**config.mk**
```make
export PLATFORM = sky130hd
export DESIGN_NAME = pbs_ctrl
export DESIGN_NICKNAME = d
export VERILOG_FILES = /design/src/pbs_pkg.sv /design/src/pbs_ctrl.sv
export VERILOG_INCLUDE_DIRS = /design/src /design/src/src
export SDC_FILE = /design/constraint.sdc
export NUM_CORES = 1
export LEC_CHECK = 0
export BUFFER_PORTS_ARGS = -buffer_cell sky130_fd_sc_hd__buf_2
export CORE_MARGIN = 2
export CORE_UTILIZATION = 58
export CTS_BUF_LIST = sky130_fd_sc_hd__clkbuf_4
export CTS_CLUSTER_DIAMETER = 100
export DETAILED_ROUTE_END_ITERATION = 10
export PLACE_DENSITY_LB_ADDON = 0.3
export SLEW_MARGIN = 20
export SYNTH_ARGS = -nofsm -noshare
export SYNTH_HDL_FRONTEND = slang
export SYNTH_SLANG_ARGS = --single-unit
```
**constraint.sdc**
```tcl
create_clock -name i_clk -period 3.7 [get_ports i_clk]
set_input_delay 0.37 -clock i_clk [delete_from_list [all_inputs] [get_ports i_clk]]
set_output_delay 0.37 -clock i_clk [all_outputs]
set_load 0.02 [all_outputs]
```
**src/pseudocost_branch_select_defines.svh**
```systemverilog
// Assertion macros for the branch selection block.
`ifndef PSEUDOCOST_BRANCH_SELECT_DEFINES_SVH
`define PSEUDOCOST_BRANCH_SELECT_DEFINES_SVH
`ifndef SYNTHESIS
`define PBS_ASSERT_IMPL(label, clk, rst_n, a, c) \
    label: assert property (@(posedge clk) disable iff (!rst_n) (a) |-> (c)) \
        else $error("assertion failed");
`define PBS_ASSERT_NEXT(label, clk, rst_n, a, c) \
    label: assert property (@(posedge clk) disable iff (!rst_n) (a) |=> (c)) \
        else $error("assertion failed");
`else
`define PBS_ASSERT_IMPL(label, clk, rst_n, a, c)
`define PBS_ASSERT_NEXT(label, clk, rst_n, a, c)
`endif
`endif

```
**src/pbs_pkg.sv**
```systemverilog
`default_nettype none
package pbs_pkg;
    localparam int FB = 16;
    localparam logic [47:0] SAT48 = 48'hFFFF_FFFF_FFFF;

    localparam logic [2:0] CFG_AVG_DOWN  = 3'd0;
    localparam logic [2:0] CFG_AVG_UP    = 3'd1;
    localparam logic [2:0] CFG_ROOT_LIM  = 3'd2;
    localparam logic [2:0] CFG_LOW_FRAC  = 3'd3;
    localparam logic [2:0] CFG_HIGH_FRAC = 3'd4;
    localparam logic [2:0] CFG_TIE_TOL   = 3'd5;

    // Commands from the controller to the datapath.
    typedef struct packed {
        logic load;      // capture input item
        logic div_init;  // start a division
        logic [1:0] div_sel; // 0 down mean, 1 up mean, 2 score
        logic div_step;  // one quotient bit
        logic div_done;  // store quotient
        logic sqrt_init;
        logic sqrt_step;
        logic decide;    // pick direction, load multiplier and sqrt operands
        logic mul_hi;    // sum the partial products into the product
        logic update;    // compare and keep best; present result on the last candidate
        logic emit;      // unused; results are presented by update
    } t_cmd;

    typedef struct packed {
        logic div_last;
        logic sqrt_last;
        logic last;
        logic out_busy;
    } t_sts;

    localparam logic [1:0] DSEL_DOWN  = 2'd0;
    localparam logic [1:0] DSEL_UP    = 2'd1;
    localparam logic [1:0] DSEL_SCORE = 2'd2;
endpackage
`default_nettype wire

```
**src/pbs_ctrl.sv**
```systemverilog
`default_nettype none
`include "pseudocost_branch_select_defines.svh"
module pbs_ctrl
    import pbs_pkg::*;
(
    input  wire logic i_clk,
    input  wire logic i_rst_n,
    input  wire logic i_in_valid,
    output logic      o_in_ready,
    input  wire t_sts i_sts,
    output t_cmd      o_cmd
);
    typedef enum logic [9:0] {
        S_IDLE  = 10'b0000000001,
        S_DINIT = 10'b0000000010,
        S_DRUN  = 10'b0000000100,
        S_SQI   = 10'b0000001000,
        S_SQR   = 10'b0000010000,
        S_MUL   = 10'b0000100000,
        S_SINIT = 10'b0001000000,
        S_SRUN  = 10'b0010000000,
        S_UPD   = 10'b0100000000,
        S_DEC   = 10'b1000000000
    } t_state;

    t_state r_state, n_state;
    logic [1:0] r_sel, n_sel;

    always_ff @(posedge i_clk) begin
        if (!i_rst_n) begin
            r_state <= S_IDLE;
            r_sel <= DSEL_DOWN;
        end else begin
            r_state <= n_state;
            r_sel <= n_sel;
        end
    end

    always_comb begin
        n_state = r_state;
        n_sel = r_sel;
        o_cmd = '0;
        o_cmd.div_sel = r_sel;
        o_in_ready = 1'b0;
        case (r_state)
            S_IDLE: begin
                o_in_ready = !i_sts.out_busy;
                if (i_in_valid && !i_sts.out_busy) begin
                    o_cmd.load = 1'b1;
                    n_sel = DSEL_DOWN;
                    n_state = S_DINIT;
                end
            end
            S_DINIT: begin
                o_cmd.div_init = 1'b1;
                n_state = S_DRUN;
            end
            S_DRUN: begin
                o_cmd.div_step = 1'b1;
                if (i_sts.div_last) n_state = S_SQI;
            end
            S_SQI: begin
                o_cmd.div_done = 1'b1;
                if (r_sel == DSEL_DOWN) begin
                    n_sel = DSEL_UP;
                    n_state = S_DINIT;
                end else if (r_sel == DSEL_UP) begin
                    n_state = S_DEC;
                end else begin
                    n_state = S_UPD;
                end
            end
            S_DEC: begin
                o_cmd.decide = 1'b1;
                n_state = S_SINIT;
            end
            S_SINIT: begin
                o_cmd.sqrt_init = 1'b1;
                n_state = S_SRUN;
            end
            S_SRUN: begin
                o_cmd.sqrt_step = 1'b1;
                if (i_sts.sqrt_last) n_state = S_SQR;
            end
            S_SQR: begin
                o_cmd.decide = 1'b1;
                n_state = S_MUL;
            end
            S_MUL: begin
                o_cmd.mul_hi = 1'b1;
                n_sel = DSEL_SCORE;
                n_state = S_DINIT;
            end
            S_UPD: begin
                o_cmd.update = 1'b1;
                n_state = S_IDLE;
            end
            default: n_state = S_IDLE;
        endcase
    end

    `PBS_ASSERT_IMPL(a_ready_idle, i_clk, i_rst_n, o_in_ready, r_state == S_IDLE)
    `PBS_ASSERT_NEXT(a_load_div, i_clk, i_rst_n, o_cmd.load, r_state == S_DINIT)
    `PBS_ASSERT_IMPL(a_upd_score, i_clk, i_rst_n, o_cmd.update, r_sel == DSEL_SCORE)
endmodule
`default_nettype wire
```
==> metrics.md <==
| Metric | Value |
|---|---|
| Clock sinks | 12 |
| Fin crit period | 2.35 ns |
| Num CTS Buffers | 3 |
| Final Cycle Share | 63.4% |
| Clock skew | 0.000694 ns |
| Number of synthesized flops with an enable pin | 0 |
| Gr ovfl total | 0 |
| Layout area overhead | 11.2% |
| Clk Latency, worst-skew pair | 0.29 ns |
| Layout cells sized above 1 | 29.6% |
| Starting density of the core | 62.0% |
| RSZ-0062 raised after global routing | no |
| Synth Instances | 101 |
| Number of global-route vias before repair | 736 |
| Vias after detailed routing | 798 |
| Status | finished clean |
| Net count, final | 123 |
| Resized Gates After CTS | 0 |
| WL final | 1.96 mm |
| CTS Root Cell | clkbuf_4 |
| Asr flop ratio synth | 0% |
| Worst reg-to-reg path cell count | 5 |
| Peak Freq | 426 MHz |
| GR Util All Layers | 27.7% |
| Sequential Power Share | 33.7% |
| Largest net degree at the start of global routing | 11 |
| Initial antenna violation count | 0 |
| Slew Limit Fails | 0 |
| Worst Setup Path Type | flip-flop to primary output |
| Top cells by area, synth | dfxtp_1 (30%), nor3_1 (6.2%), nor2_1 (4.7%) |
| Core Area | 1300 µm² |
| Area fraction of the dominant cell type after synthesis | 29.8% |
| Net Sw Frac | 47.2% |
| Die Footprint | 1710 µm² |
| Non-filler instance count after layout | 130 |
| CTS tree | done |
| Setup TNS | 0 ns |
| Gr busiest metal | met2 |
| Grt met3 use | 6.91% |
| ANT nets after route | 0 |
| Rows | 13 |
| Hold depth | 3 |
| Comb power frac | 49.8% |
| CTS H-tree depth | 1 |
| DP HPWL | 1.47 mm |
| First-pass DRT Iterations | 4 |
| Static Leak | 0.000401 µW |
| NetSw | 259 µW |
| Via/cell ratio | 6.14 |
| Filler cell count | 107 |
| Routability cong. | 0.868 |
| Post-Syn Area | 807 µm² |
| Ys Warns | 0 |
| Register area share after synthesis | 29.8% |
| Die width | 41.3 µm |
| DR WL/cell | 15.1 µm |
| Critical Path AT | 1.98 ns |
| Post-synth cell types | 40 |
| Post-CTS Hold Buffers | 0 |
| Iter 0 DRT Violations | 19 |
| PwrDens | 611 nW/µm² |
| Synthesized flop and latch total | 12 |
| Hold crit path type | primary input to flip-flop |
| VDD IR max | 0.423 mV |
| I/O Buffers | 17 |
| Max Cap Violations | 0 |
| Clock power share | 16.5% |
| Syn nets | 108 |
| Final setup violation count | 0 |
| CP Capture Type | primary output |
| Crit path launch type | flip-flop |
| DRC viols | 0 |
| Crit path max fanout | 8 |
| Die span in y | 41.3 µm |
| Req. time, crit path | 3.33 ns |
| I/O pin count | 20 |
| Post-synth top area cell | dfxtp_1 |
| Dpl cell area | 871 µm² |
| Synth Flop Type | dfxtp_1 |
| Syn_area_per_cell | 7.99 µm² |
| Finished layout cell area | 897 µm² |
| Hold Vio Cnt, Final | 0 |
| Final Util | 68.9% |
| First-pass GRT wire length | 2.94 mm |
| Placed instance count | 126 |
| Met1 Resource Use GR | 30.6% |
| Post-CTS Setup Bufs | 0 |
| Pint | 289 µW |
| ANT cells | 0 |
| CTS Buffer Depth | 2 |
| Routing usage on met2 | 45.7% |
| Hold slack | 0.295 ns |
| Reg clk slew, reported paths | 0.08 ns |
## synthesized netlist by cell type (all sizes together) (2+ instances only)
cell type and instances:
a21oi 4, buf 4, clkbuf 3, dfxtp 12, inv 4, nand2 7
nand2b 3, nand3 5, nand4 3, nor2 11, nor2b 2, nor3 12
nor3b 5, o21a 3, o21ai 2, o31ai 2, or2 2, or3b 3
xnor2 3
## power groups by stage
stage / clock network (µW) / logic [µW] / registers (µW)
after detailed placement: 0 / 268 / 187
final: 90.6 / 273 / 185
after floorplan: 0 / 242 / 164
after global placement: 0 / 260 / 186
after global routing: 96.0 / 297 / 188
after CTS: 87.3 / 269 / 183
## logic make-up (layout without fill, tap and decap cells)
logic type | Yosys count | count (layout) | synth area share (%)
DFF | 12 | 12 | 29.8
buffers and inverters | 12 | 26 | 7.44
and+or+nand+nor | 56 | 56 | 40.9
xor gates and xnor gates | 3 | 3 | 3.26
other | 1 | 1 | 0.465
AOI/OAI and AO/OA | 17 | 17 | 18.1
## final cells by class
cell class	count	area, µm²	share of cell area (%)
Tap cell	15	18.8	2.09
Clock inverter	1	3.75	0.418
Clock buffer	3	22.5	2.51
Multi-Input combinational cell	77	507	56.5
Timing Repair Buffer	17	85.1	9.48
Inverter	5	20.0	2.23
Sequential cell	12	240	26.8
## per-stage QoR
step | setup WS, ns | power, µW
2_1_floorplan | 1.82 | 406
3_3_place_gp | 1.77 | 446
3_5_place_dp | 1.74 | 455
4_1_cts | 1.42 | 540
5_1_grt | 1.29 | 581
6_report | 1.35 | 548
## worst paths after layout
| kind | slack, ns | endpoint | start |
|---|---|---|---|
| max | 1.35 | o_cmd[10] | r_state[2]$_SDFFE_PN0P_ |
| min | 0.29 | r_state[3]$_SDFFE_PN0P_ | i_sts[3] |
| max reg2reg | 1.95 | r_state[1]$_SDFFE_PN0P_ | r_state[2]$_SDFFE_PN0P_ |
| min reg2reg | 0.47 | r_state[9]$_SDFFE_PN0P_ | r_sel[0]$_SDFFE_PN0P_ |
## sequential cells by signal (all words and copies together), names as in the netlist
name and flops:
r_state 10, r_sel 2
## critical path, cell delays in order (launching register included)
cell     delay, ns
dfxtp_1       0.41
nor2_1        0.36
nand4_1       0.18
or3b_2        0.52
inv_1         0.07
buf_2         0.15
## layout by cell type, fill, tap and decap left out, types with 2 or more instances in the layout
master / instances
nand2_1: 7
nor3_1: 10
or3b_2: 3
xnor2_1: 3
inv_1: 4
nor2_1: 10
dfxtp_1: 12
nor2b_1: 2
buf_2: 17
clkbuf_4: 3
nand3_1: 4
a21oi_1: 3
nand2b_1: 3
nand4_1: 3
nor3b_1: 5
o21a_1: 3
## routing by layer
layer / routed length [µm] / vias to the layer above
met4: 56 / 0
met1: 859 / 374
met2: 927 / 32
met3: 116 / 7
met5: 0 / -
li1: - / 385
Note: power is estimated with default switching activity, not from simulation.
